<file path="src/rtl/ptd_pkg.sv">
// types, constants and codes shared by the task dispatcher modules
`timescale 1ns / 1ps

package ptd_pkg;

    localparam int DEPTH       = 16;
    localparam int MAX_RESULTS = 16;
    localparam int AW          = $clog2(DEPTH);
    localparam int CW          = $clog2(DEPTH + 1);
    localparam int RW          = $clog2(MAX_RESULTS + 1);
    localparam int ID_W        = 8;
    localparam int RT_W        = 8;
    localparam int PW          = 4;
    localparam int ENTRY_W     = ID_W + RT_W + PW;
    localparam int IN_DATA_W   = 24;
    localparam int OUT_DATA_W  = 24;
    localparam int OUT_PAD     = OUT_DATA_W - ENTRY_W;

    localparam logic [PW-1:0] HIGHEST_RESET = 4'd10;

    typedef enum logic [1:0] {
        ACT_PUSH      = 2'd0,
        ACT_RUN_STACK = 2'd1,
        ACT_RUN_QUEUE = 2'd2,
        ACT_IGNORE    = 2'd3
    } t_action;

    typedef enum logic [1:0] {
        KIND_ACCEPT   = 2'd0,
        KIND_FULL     = 2'd1,
        KIND_DISPATCH = 2'd2,
        KIND_NOTHING  = 2'd3
    } t_kind;

    // id in the lowest bits, as on the streams
    typedef struct packed {
        logic [PW-1:0]   pri;
        logic [RT_W-1:0] rt;
        logic [ID_W-1:0] id;
    } t_entry;

    typedef enum logic [2:0] {
        EMIT_NONE,
        EMIT_ACCEPT,
        EMIT_FULL,
        EMIT_LAST,
        EMIT_NOTHING
    } t_emit;

    typedef struct packed {
        logic  capture;
        logic  push_wr;
        t_emit emit;
        logic  run_init;
        logic  scan_rd;
        logic  scan_step;
        logic  comp_init;
        logic  comp_rd;
        logic  comp_wr;
        logic  comp_done;
    } t_dp_cmd;

    typedef struct packed {
        logic out_free;
        logic full;
        logic run_empty;
        logic hit;
        logic pend_valid;
        logic scan_last;
        logic comp_end;
    } t_dp_status;

    typedef enum logic [2:0] {
        ST_IDLE,
        ST_PUSH,
        ST_RUN_INIT,
        ST_SCAN_RD,
        ST_SCAN_CHK,
        ST_RUN_END,
        ST_COMP_RD,
        ST_COMP_WR
    } t_state;

endpackage

</file>
<file path="src/rtl/ptd_datapath.sv">
// task store, scan counters, pending result and output register
`timescale 1ns / 1ps

module ptd_datapath
    import ptd_pkg::*;
(
    input  logic                  i_clk,
    input  logic                  i_rst_n,
    input  t_dp_cmd               i_cmd,
    output t_dp_status            o_status,
    input  logic [IN_DATA_W-1:0]  i_in_tdata,
    input  logic [1:0]            i_in_tuser,
    input  logic                  i_cfg_valid,
    input  logic [PW-1:0]         i_cfg_data,
    input  logic                  i_out_ready,
    output logic                  o_out_valid,
    output logic [OUT_DATA_W-1:0] o_out_tdata,
    output logic [1:0]            o_out_tuser,
    output logic                  o_out_tlast
);

    t_entry            r_mem [DEPTH];
    t_entry            r_rd_data;
    t_entry            r_in_entry;
    t_entry            r_pend;
    t_entry            r_out_entry;
    logic [CW-1:0]     r_count;
    logic [PW-1:0]     r_highest;
    logic              r_pend_valid;
    logic              r_run_stack;
    logic [DEPTH-1:0]  r_gone;
    logic [AW-1:0]     r_slot;
    logic [CW-1:0]     r_idx;
    logic [CW-1:0]     r_wr;
    logic [PW-1:0]     r_lvl;
    logic [RW-1:0]     r_n;
    logic              r_out_valid;
    t_kind             r_out_kind;
    logic              r_out_last;

    logic [CW-1:0]     scan_pos;
    logic [AW-1:0]     scan_addr;
    logic [AW-1:0]     rd_addr;
    logic              hit;
    logic              level_end;
    logic              comp_keep;
    logic              out_load;
    t_kind             n_out_kind;
    t_entry            n_out_entry;
    logic              n_out_last;

    // stack order walks from the newest slot down
    assign scan_pos  = r_run_stack ? (r_count - r_idx - CW'(1)) : r_idx;
    assign scan_addr = scan_pos[AW-1:0];
    assign rd_addr   = i_cmd.comp_rd ? r_idx[AW-1:0] : scan_addr;
    assign hit       = !r_gone[r_slot] && (r_rd_data.pri == r_lvl);
    assign level_end = (r_idx + CW'(1)) == r_count;
    assign comp_keep = !r_gone[r_idx[AW-1:0]];

    always_comb begin
        o_status            = '0;
        o_status.out_free   = !r_out_valid || i_out_ready;
        o_status.full       = r_count == CW'(DEPTH);
        o_status.run_empty  = (r_count == '0) || (r_highest == '0);
        o_status.hit        = hit;
        o_status.pend_valid = r_pend_valid;
        o_status.scan_last  = (level_end && (r_lvl == r_highest)) ||
                              (hit && ((r_n + RW'(1)) == RW'(MAX_RESULTS)));
        o_status.comp_end   = r_idx == r_count;
    end

    // a new hit pushes the previous one out, which therefore cannot be last
    always_comb begin
        out_load    = 1'b0;
        n_out_kind  = KIND_ACCEPT;
        n_out_entry = '0;
        n_out_last  = 1'b1;
        if (i_cmd.scan_step && hit && r_pend_valid) begin
            out_load    = 1'b1;
            n_out_kind  = KIND_DISPATCH;
            n_out_entry = r_pend;
            n_out_last  = 1'b0;
        end
        unique case (i_cmd.emit)
            EMIT_NONE: begin
            end
            EMIT_ACCEPT: begin
                out_load   = 1'b1;
                n_out_kind = KIND_ACCEPT;
            end
            EMIT_FULL: begin
                out_load   = 1'b1;
                n_out_kind = KIND_FULL;
            end
            EMIT_LAST: begin
                out_load    = 1'b1;
                n_out_kind  = KIND_DISPATCH;
                n_out_entry = r_pend;
            end
            EMIT_NOTHING: begin
                out_load   = 1'b1;
                n_out_kind = KIND_NOTHING;
            end
            default: begin
            end
        endcase
    end

    always_ff @(posedge i_clk) begin
        if (!i_rst_n) begin
            r_count      <= '0;
            r_highest    <= HIGHEST_RESET;
            r_pend_valid <= 1'b0;
            r_run_stack  <= 1'b0;
            r_gone       <= '0;
            r_idx        <= '0;
            r_wr         <= '0;
            r_lvl        <= '0;
            r_n          <= '0;
            r_out_valid  <= 1'b0;
        end else begin
            if (i_cfg_valid) begin
                r_highest <= i_cfg_data;
            end
            if (i_cmd.capture) begin
                r_run_stack <= t_action'(i_in_tuser) == ACT_RUN_STACK;
            end
            if (i_cmd.push_wr) begin
                r_count <= r_count + CW'(1);
            end
            if (i_cmd.run_init) begin
                r_gone       <= '0;
                r_lvl        <= PW'(1);
                r_idx        <= '0;
                r_n          <= '0;
                r_pend_valid <= 1'b0;
            end
            if (i_cmd.scan_step) begin
                if (hit) begin
                    r_gone[r_slot] <= 1'b1;
                    r_pend_valid   <= 1'b1;
                    r_n            <= r_n + RW'(1);
                end
                if (level_end) begin
                    r_idx <= '0;
                    r_lvl <= r_lvl + PW'(1);
                end else begin
                    r_idx <= r_idx + CW'(1);
                end
            end
            if (i_cmd.comp_init) begin
                r_idx <= '0;
                r_wr  <= '0;
            end
            if (i_cmd.comp_wr) begin
                r_idx <= r_idx + CW'(1);
                if (comp_keep) begin
                    r_wr <= r_wr + CW'(1);
                end
            end
            if (i_cmd.comp_done) begin
                r_count <= r_wr;
            end
            if (out_load) begin
                r_out_valid <= 1'b1;
            end else if (i_out_ready) begin
                r_out_valid <= 1'b0;
            end
        end
    end

    always_ff @(posedge i_clk) begin
        if (i_cmd.capture) begin
            r_in_entry <= t_entry'(i_in_tdata[ENTRY_W-1:0]);
        end
        if (i_cmd.scan_step && hit) begin
            r_pend <= r_rd_data;
        end
        if (i_cmd.scan_rd) begin
            r_slot <= scan_addr;
        end
        if (out_load) begin
            r_out_kind  <= n_out_kind;
            r_out_entry <= n_out_entry;
            r_out_last  <= n_out_last;
        end
    end

    // slot memory: one write and one registered read per cycle
    always_ff @(posedge i_clk) begin
        if (i_cmd.push_wr) begin
            r_mem[r_count[AW-1:0]] <= r_in_entry;
        end else if (i_cmd.comp_wr && comp_keep) begin
            r_mem[r_wr[AW-1:0]] <= r_rd_data;
        end
        if (i_cmd.scan_rd || i_cmd.comp_rd) begin
            r_rd_data <= r_mem[rd_addr];
        end
    end

    assign o_out_valid = r_out_valid;
    assign o_out_tdata = {{OUT_PAD{1'b0}}, r_out_entry};
    assign o_out_tuser = r_out_kind;
    assign o_out_tlast = r_out_last;

endmodule

</file>
<file path="src/rtl/ptd_ctrl.sv">
// sequencer for push, level scan and store compaction
`timescale 1ns / 1ps

module ptd_ctrl
    import ptd_pkg::*;
(
    input  logic       i_clk,
    input  logic       i_rst_n,
    input  logic       i_in_valid,
    input  t_action    i_in_action,
    output logic       o_in_ready,
    input  t_dp_status i_status,
    output t_dp_cmd    o_cmd
);

    t_state r_state;
    t_state n_state;

    always_ff @(posedge i_clk) begin
        if (!i_rst_n) begin
            r_state <= ST_IDLE;
        end else begin
            r_state <= n_state;
        end
    end

    always_comb begin
        n_state    = r_state;
        o_cmd      = '0;
        o_in_ready = 1'b0;
        unique case (r_state)
            ST_IDLE: begin
                o_in_ready = 1'b1;
                if (i_in_valid) begin
                    o_cmd.capture = 1'b1;
                    unique case (i_in_action) inside
                        ACT_PUSH:                     n_state = ST_PUSH;
                        ACT_RUN_STACK, ACT_RUN_QUEUE: n_state = ST_RUN_INIT;
                        default:                      n_state = ST_IDLE;
                    endcase
                end
            end
            ST_PUSH: begin
                if (i_status.out_free) begin
                    o_cmd.emit    = i_status.full ? EMIT_FULL : EMIT_ACCEPT;
                    o_cmd.push_wr = !i_status.full;
                    n_state       = ST_IDLE;
                end
            end
            ST_RUN_INIT: begin
                o_cmd.run_init = 1'b1;
                n_state = i_status.run_empty ? ST_RUN_END : ST_SCAN_RD;
            end
            ST_SCAN_RD: begin
                o_cmd.scan_rd = 1'b1;
                n_state       = ST_SCAN_CHK;
            end
            ST_SCAN_CHK: begin
                // a hit with a result already held needs the output register
                if (!(i_status.hit && i_status.pend_valid) || i_status.out_free) begin
                    o_cmd.scan_step = 1'b1;
                    n_state = i_status.scan_last ? ST_RUN_END : ST_SCAN_RD;
                end
            end
            ST_RUN_END: begin
                if (i_status.out_free) begin
                    if (i_status.pend_valid) begin
                        o_cmd.emit      = EMIT_LAST;
                        o_cmd.comp_init = 1'b1;
                        n_state         = ST_COMP_RD;
                    end else begin
                        o_cmd.emit = EMIT_NOTHING;
                        n_state    = ST_IDLE;
                    end
                end
            end
            ST_COMP_RD: begin
                if (i_status.comp_end) begin
                    o_cmd.comp_done = 1'b1;
                    n_state         = ST_IDLE;
                end else begin
                    o_cmd.comp_rd = 1'b1;
                    n_state       = ST_COMP_WR;
                end
            end
            ST_COMP_WR: begin
                o_cmd.comp_wr = 1'b1;
                n_state       = ST_COMP_RD;
            end
            default: begin
                n_state = ST_IDLE;
            end
        endcase
    end

endmodule

</file>
<file path="src/rtl/priority_task_dispatcher_top.sv">
// Priority task dispatcher: stores up to DEPTH tasks and drains them level by level.
// Input stream (s_axis): one beat per command; tuser is the action (push, run in
// stack order, run in queue order, ignored code), tdata carries the pushed task.
// Output stream (m_axis): tuser is the result kind, tdata the dispatched task,
// tlast marks the final result of a command. A push gives one result; a run gives
// one beat per dispatched task, or a single "nothing" beat.
// Config channel: i_cfg_valid/o_cfg_ready/i_cfg_data sets the highest level served,
// always ready, to be written between commands.
// Timing: a command is taken in the idle state. A push gives its result through the
// output register once that register is free. A run scans the slots level by level,
// then compacts the store when something left it; the single slot memory read port
// gives each slot visit a read state and a check state. The next command is taken
// once the store is compacted, even while the last result still waits in the output
// register.
// Stall: when m_axis_tready is low the block holds the scan until the output
// register frees up; nothing is lost or repeated.
// Reset: synchronous, active low; the store empties and the level returns to 10.
`timescale 1ns / 1ps

module priority_task_dispatcher_top
    import ptd_pkg::*;
(
    input  logic                  i_clk,
    input  logic                  i_rst_n,
    input  logic                  s_axis_tvalid,
    output logic                  s_axis_tready,
    input  logic [IN_DATA_W-1:0]  s_axis_tdata,   // task_id, run_time, priority_req, zero pad
    input  logic [1:0]            s_axis_tuser,   // action
    input  logic                  i_cfg_valid,
    output logic                  o_cfg_ready,
    input  logic [PW-1:0]         i_cfg_data,
    output logic                  m_axis_tvalid,
    input  logic                  m_axis_tready,
    output logic [OUT_DATA_W-1:0] m_axis_tdata,   // out_task_id, out_run_time, out_priority, zero pad
    output logic [1:0]            m_axis_tuser,   // kind
    output logic                  m_axis_tlast
);

    t_dp_cmd    cmd;
    t_dp_status status;

    assign o_cfg_ready = 1'b1;

    ptd_ctrl u_ctrl (
        .i_clk       (i_clk),
        .i_rst_n     (i_rst_n),
        .i_in_valid  (s_axis_tvalid),
        .i_in_action (t_action'(s_axis_tuser)),
        .o_in_ready  (s_axis_tready),
        .i_status    (status),
        .o_cmd       (cmd)
    );

    ptd_datapath u_datapath (
        .i_clk       (i_clk),
        .i_rst_n     (i_rst_n),
        .i_cmd       (cmd),
        .o_status    (status),
        .i_in_tdata  (s_axis_tdata),
        .i_in_tuser  (s_axis_tuser),
        .i_cfg_valid (i_cfg_valid),
        .i_cfg_data  (i_cfg_data),
        .i_out_ready (m_axis_tready),
        .o_out_valid (m_axis_tvalid),
        .o_out_tdata (m_axis_tdata),
        .o_out_tuser (m_axis_tuser),
        .o_out_tlast (m_axis_tlast)
    );

endmodule

</file>
<file path="config.mk">
export PLATFORM = sky130hd
export DESIGN_NAME = priority_task_dispatcher_top
export DESIGN_NICKNAME = d
export VERILOG_FILES = /design/src/rtl/ptd_pkg.sv /design/src/rtl/ptd_datapath.sv /design/src/rtl/ptd_ctrl.sv /design/src/rtl/priority_task_dispatcher_top.sv
export SDC_FILE = /design/constraint.sdc
export NUM_CORES = 1
export LEC_CHECK = 0
export BUFFER_PORTS_ARGS = -buffer_cell sky130_fd_sc_hd__buf_2
export CAP_MARGIN = 0
export CORE_MARGIN = 4
export CORE_UTILIZATION = 51
export DETAILED_ROUTE_END_ITERATION = 16
export GPL_TIMING_DRIVEN = 0
export PLACE_DENSITY = 0.68
export REMOVE_ABC_BUFFERS = 1
export SETUP_SLACK_MARGIN = 0.3
export SLEW_MARGIN = 30
export SYNTH_ARGS = -nofsm -noshare
export SYNTH_HDL_FRONTEND = slang
export SYNTH_HIERARCHICAL = 1
export SYNTH_SLANG_ARGS = --single-unit
</file>
<file path="constraint.sdc">
create_clock -name i_clk -period 5.28 [get_ports i_clk]
set_input_delay 0 -clock i_clk [delete_from_list [all_inputs] [get_ports i_clk]]
set_output_delay 0 -clock i_clk [all_outputs]
set_load 0.02 [all_outputs]
</file>
==> results.sh <==
export IMPL_status="completed"
export IMPL_met3_length_um=2208
export IMPL_design_area_mm2=0.02297
export IMPL_rows=71
export IMPL_crit_family="buffers and inverters"
export IMPL_period_minus_slack_ns=4.597
export IMPL_fmax_mhz=217.5
export IMPL_ctsHtreeMaxLevel=2
export IMPL_design_core_area_mm2=0.03758
export IMPL_die_area_mm2=0.04117
export IMPL_drive_gt1_frac=0.1561
export IMPL_cp_start_kind="flop"
export IMPL_power_w=0.009711
export IMPL_synth_warnings=6
export IMPL_portBuffers=55
export IMPL_syn_inst=1277
export IMPL_post_synth_top_area_fraction=0.6309
export IMPL_vdd_drop_max_mv=0.3030
export IMPL_dp_cells=1827
export IMPL_clk_pin_slew_ns=0.06
export IMPL_die_x_um=202.9
export IMPL_synth_area_mm2=0.01937
export IMPL_wl_met2_um=21590
export IMPL_critPathKind="reg2reg"
export IMPL_first_pass_iters=5
export IMPL_worst_pin_slew_ns=0.9371
export IMPL_clk_path_buf_depth=3
export IMPL_yosysTopAreaCell="edfxtp_1"
export IMPL_route_vias_total=10840
export IMPL_wl_um=42180
export IMPL_grt_pass1_vias=10570
export IMPL_area_growth_pct=18.58
export IMPL_period_share=0.8706
export IMPL_synth_distinct_cells=66
export IMPL_drc=0
export IMPL_hp_class="in2reg"
export IMPL_power_leakage_nw=8.320
export IMPL_grt_max_degree=33
export IMPL_diodes=0
export IMPL_async_flop_share=0
export IMPL_numCtsBuffers=46
export IMPL_max_stage_delay_ns=0.68
export IMPL_place_area_mm2=0.02116
export IMPL_setup_violations=0
export IMPL_worstPathCellList="inv_1, ha_1, nand3_1, nor3_1, nor3_1, nand2b_1, mux2i_4, buf_12, buf_8, buf_16, buf_8, buf_8, buf_16, buf_8, mux2i_1, mux2i_1, mux2i_1, mux2i_1"
export IMPL_cts_tree="built"
export IMPL_die_height_um=202.9
export IMPL_synth_commonest_cells="edfxtp_1 (407), mux2i_1 (312), nand2_1 (100)"
export IMPL_start_util=0.5155
export IMPL_clockRootBuffer="clkbuf_16"
export IMPL_avgSynthCellArea_um2=15.17
export IMPL_synth_area_top_cells="edfxtp_1 (63%), mux2i_1 (16%), dfxtp_1 (5.2%), nand2_1 (1.9%), and2_1 (0.97%)"
export IMPL_highest_layer="met4"
export IMPL_synth_top_flop_cell="edfxtp_1"
export IMPL_ys_seq_area_frac=0.6826
export IMPL_crit_path_end_kind="flop"
export IMPL_crit_buf_inv=8
export IMPL_synth_edf_count=407
export IMPL_layoutNonFillerInstCount=1952
export IMPL_dp_final_hpwl_um=27250
export IMPL_layout_nets=1453
export IMPL_m1WireLength_um=17550
export IMPL_crit_required_ns=5.59
export IMPL_fin_hold_ws_ns=0.1422
export IMPL_fill_cells=2776
export IMPL_finalHoldViolations=0
export IMPL_grtUsageTotal=0.2033
export IMPL_drt_initial_drc_count=672
export IMPL_drv_slew=0
export IMPL_detail_route_antenna_nets=0
export IMPL_grt_pass1_wl_um=63340
export IMPL_numClockSinks=457
export IMPL_relSlewSlack=0.3714
export IMPL_overflow=0
export IMPL_power_density_cell_area_mw_per_mm2=422.8
export IMPL_arrival_ns=4.90
export IMPL_antenna_found_initial=0
export IMPL_rsz0062_at_grt="no"
export IMPL_routedWlPerCell_um=21.61
export IMPL_ys_seq_elements=457
export IMPL_cp_max_fo=12
export IMPL_drv_cap=0
export IMPL_ios=65
export IMPL_crit_slowest_cell="dfxtp_1"
export IMPL_clk_insertion_delay_late_ns=0.56
export IMPL_finalClockSkew_ns=0.01547
export IMPL_synth_most_common_cell="edfxtp_1"
export IMPL_routed_via_density=5.553
export IMPL_place_gp_congestion=0.8586
-- cell type report --
type | instances | area (um^2) | share of cell area
tap | 511 | 639.4 | 0.02783
clock inverter | 25 | 182.7 | 0.007952
clock buffer | 58 | 1196 | 0.05207
sequential | 457 | 13220 | 0.5756
multi-input combinational | 731 | 5993 | 0.2609
inverter | 20 | 75.07 | 0.003268
timing repair buffer | 150 | 1662 | 0.07233
-- path summary, 6_finish.rpt --
| path | cells after the start | slack (ns) | endpoint | start |
|---|---|---|---|---|
| worst min register to register | 0 | 0.45 | u_datapath/r_pend[1] | u_datapath/r_rd_data[1] |
| worst max-delay path | 18 | 0.68 | u_datapath/r_rd_data[0] | u_datapath/r_idx[0] |
| worst max register to register | 18 | 0.68 | u_datapath/r_rd_data[0] | u_datapath/r_idx[0] |
| worst min-delay path | 2 | 0.14 | u_datapath/r_in_entry[7] | s_axis_tdata[7] |
-- cells by family after synthesis --
kind of cell,after synthesis,share of synthesized area
flops,457,0.6826
mux,320,0.1705
simple gates,273,0.07118
buf+inv,92,0.02383
compound gates,91,0.02984
xor+xnor,30,0.01356
fa+ha+maj,12,0.008138
other cells,2,0.0003877
-- flip-flops by register name, summed over array words and instances, names as in the netlist --
name,cells
u_datapath/r_mem,320
u_datapath/o_out_tdata,20
u_datapath/r_in_entry,20
u_datapath/r_pend,20
u_datapath/r_rd_data,20
u_datapath/r_gone,16
u_datapath/r_count,5
u_datapath/r_idx,5
u_datapath/r_n,5
u_datapath/r_wr,5
u_datapath/r_highest,4
u_datapath/r_lvl,4
u_datapath/r_slot,4
u_ctrl/r_state,3
u_datapath/o_out_tuser,2
u_datapath/o_out_tlast,1
u_datapath/o_out_valid,1
u_datapath/r_pend_valid,1
u_datapath/r_run_stack,1
-- cells in the final DEF, fill, tap and decap left out, types with 14 or more instances in the layout --
cell type and count:
buf_16 16, nand4_1 14, nand3_1 18, nor2_1 45, edfxtp_1 407, xor2_1 14, mux2i_1 309, dfxtp_1 50
dlygate4sd3_1 37, buf_8 30, xnor2_1 15, a21oi_1 29, inv_1 15, nand2_1 99, and2_1 29, buf_2 55
clkbuf_16 46
-- metrics by stage --
step	setup TNS (ns)	util	setup slack (ns)
final	0	0.6113	0.6830
after global routing	0	0.6113	0.3998
after CTS	0	0.6097	0.4175
after detailed placement	0	0.5632	0.4510
after global placement	-521.71	0.5299	-14.69
after floorplan	-190.19	-	-9.510
-- power by group --
group / internal [W] / switching [W] / total (W)
clock network: 0.00170 / 0.00130 / 0.00300
registers: 0.00439 / 0.000140 / 0.00453
logic: 0.000920 / 0.00126 / 0.00218
-- routing by layer --
metal | up-vias | GRT usage
met4 | 0 | 0.05771
met2 | 309 | 0.3587
met5 | - | 0
met1 | 5383 | 0.2652
li1 | 5084 | -
met3 | 64 | 0.02795
-- worst register-to-register path: stages (launching register included) --
cell      delay (ns)
dfxtp_1         0.68
inv_1           0.19
ha_1            0.41
nand3_1         0.10
nor3_1          0.09
nor3_1          0.48
nand2b_1        0.36
mux2i_4         0.31
buf_12          0.16
buf_8           0.19
buf_16          0.18
buf_8           0.18
buf_8           0.17
buf_16          0.16
buf_8           0.16
mux2i_1         0.19
mux2i_1         0.09
mux2i_1         0.15
mux2i_1         0.09
-- timing repair --
item,in CTS,in global routing
hold endpoints to repair,41,0
hold buffers,37,0
endpoints found under the setup margin,0,2
resized for setup,0,0
buffers inserted,0,5
(Power assumes the default switching activity.)
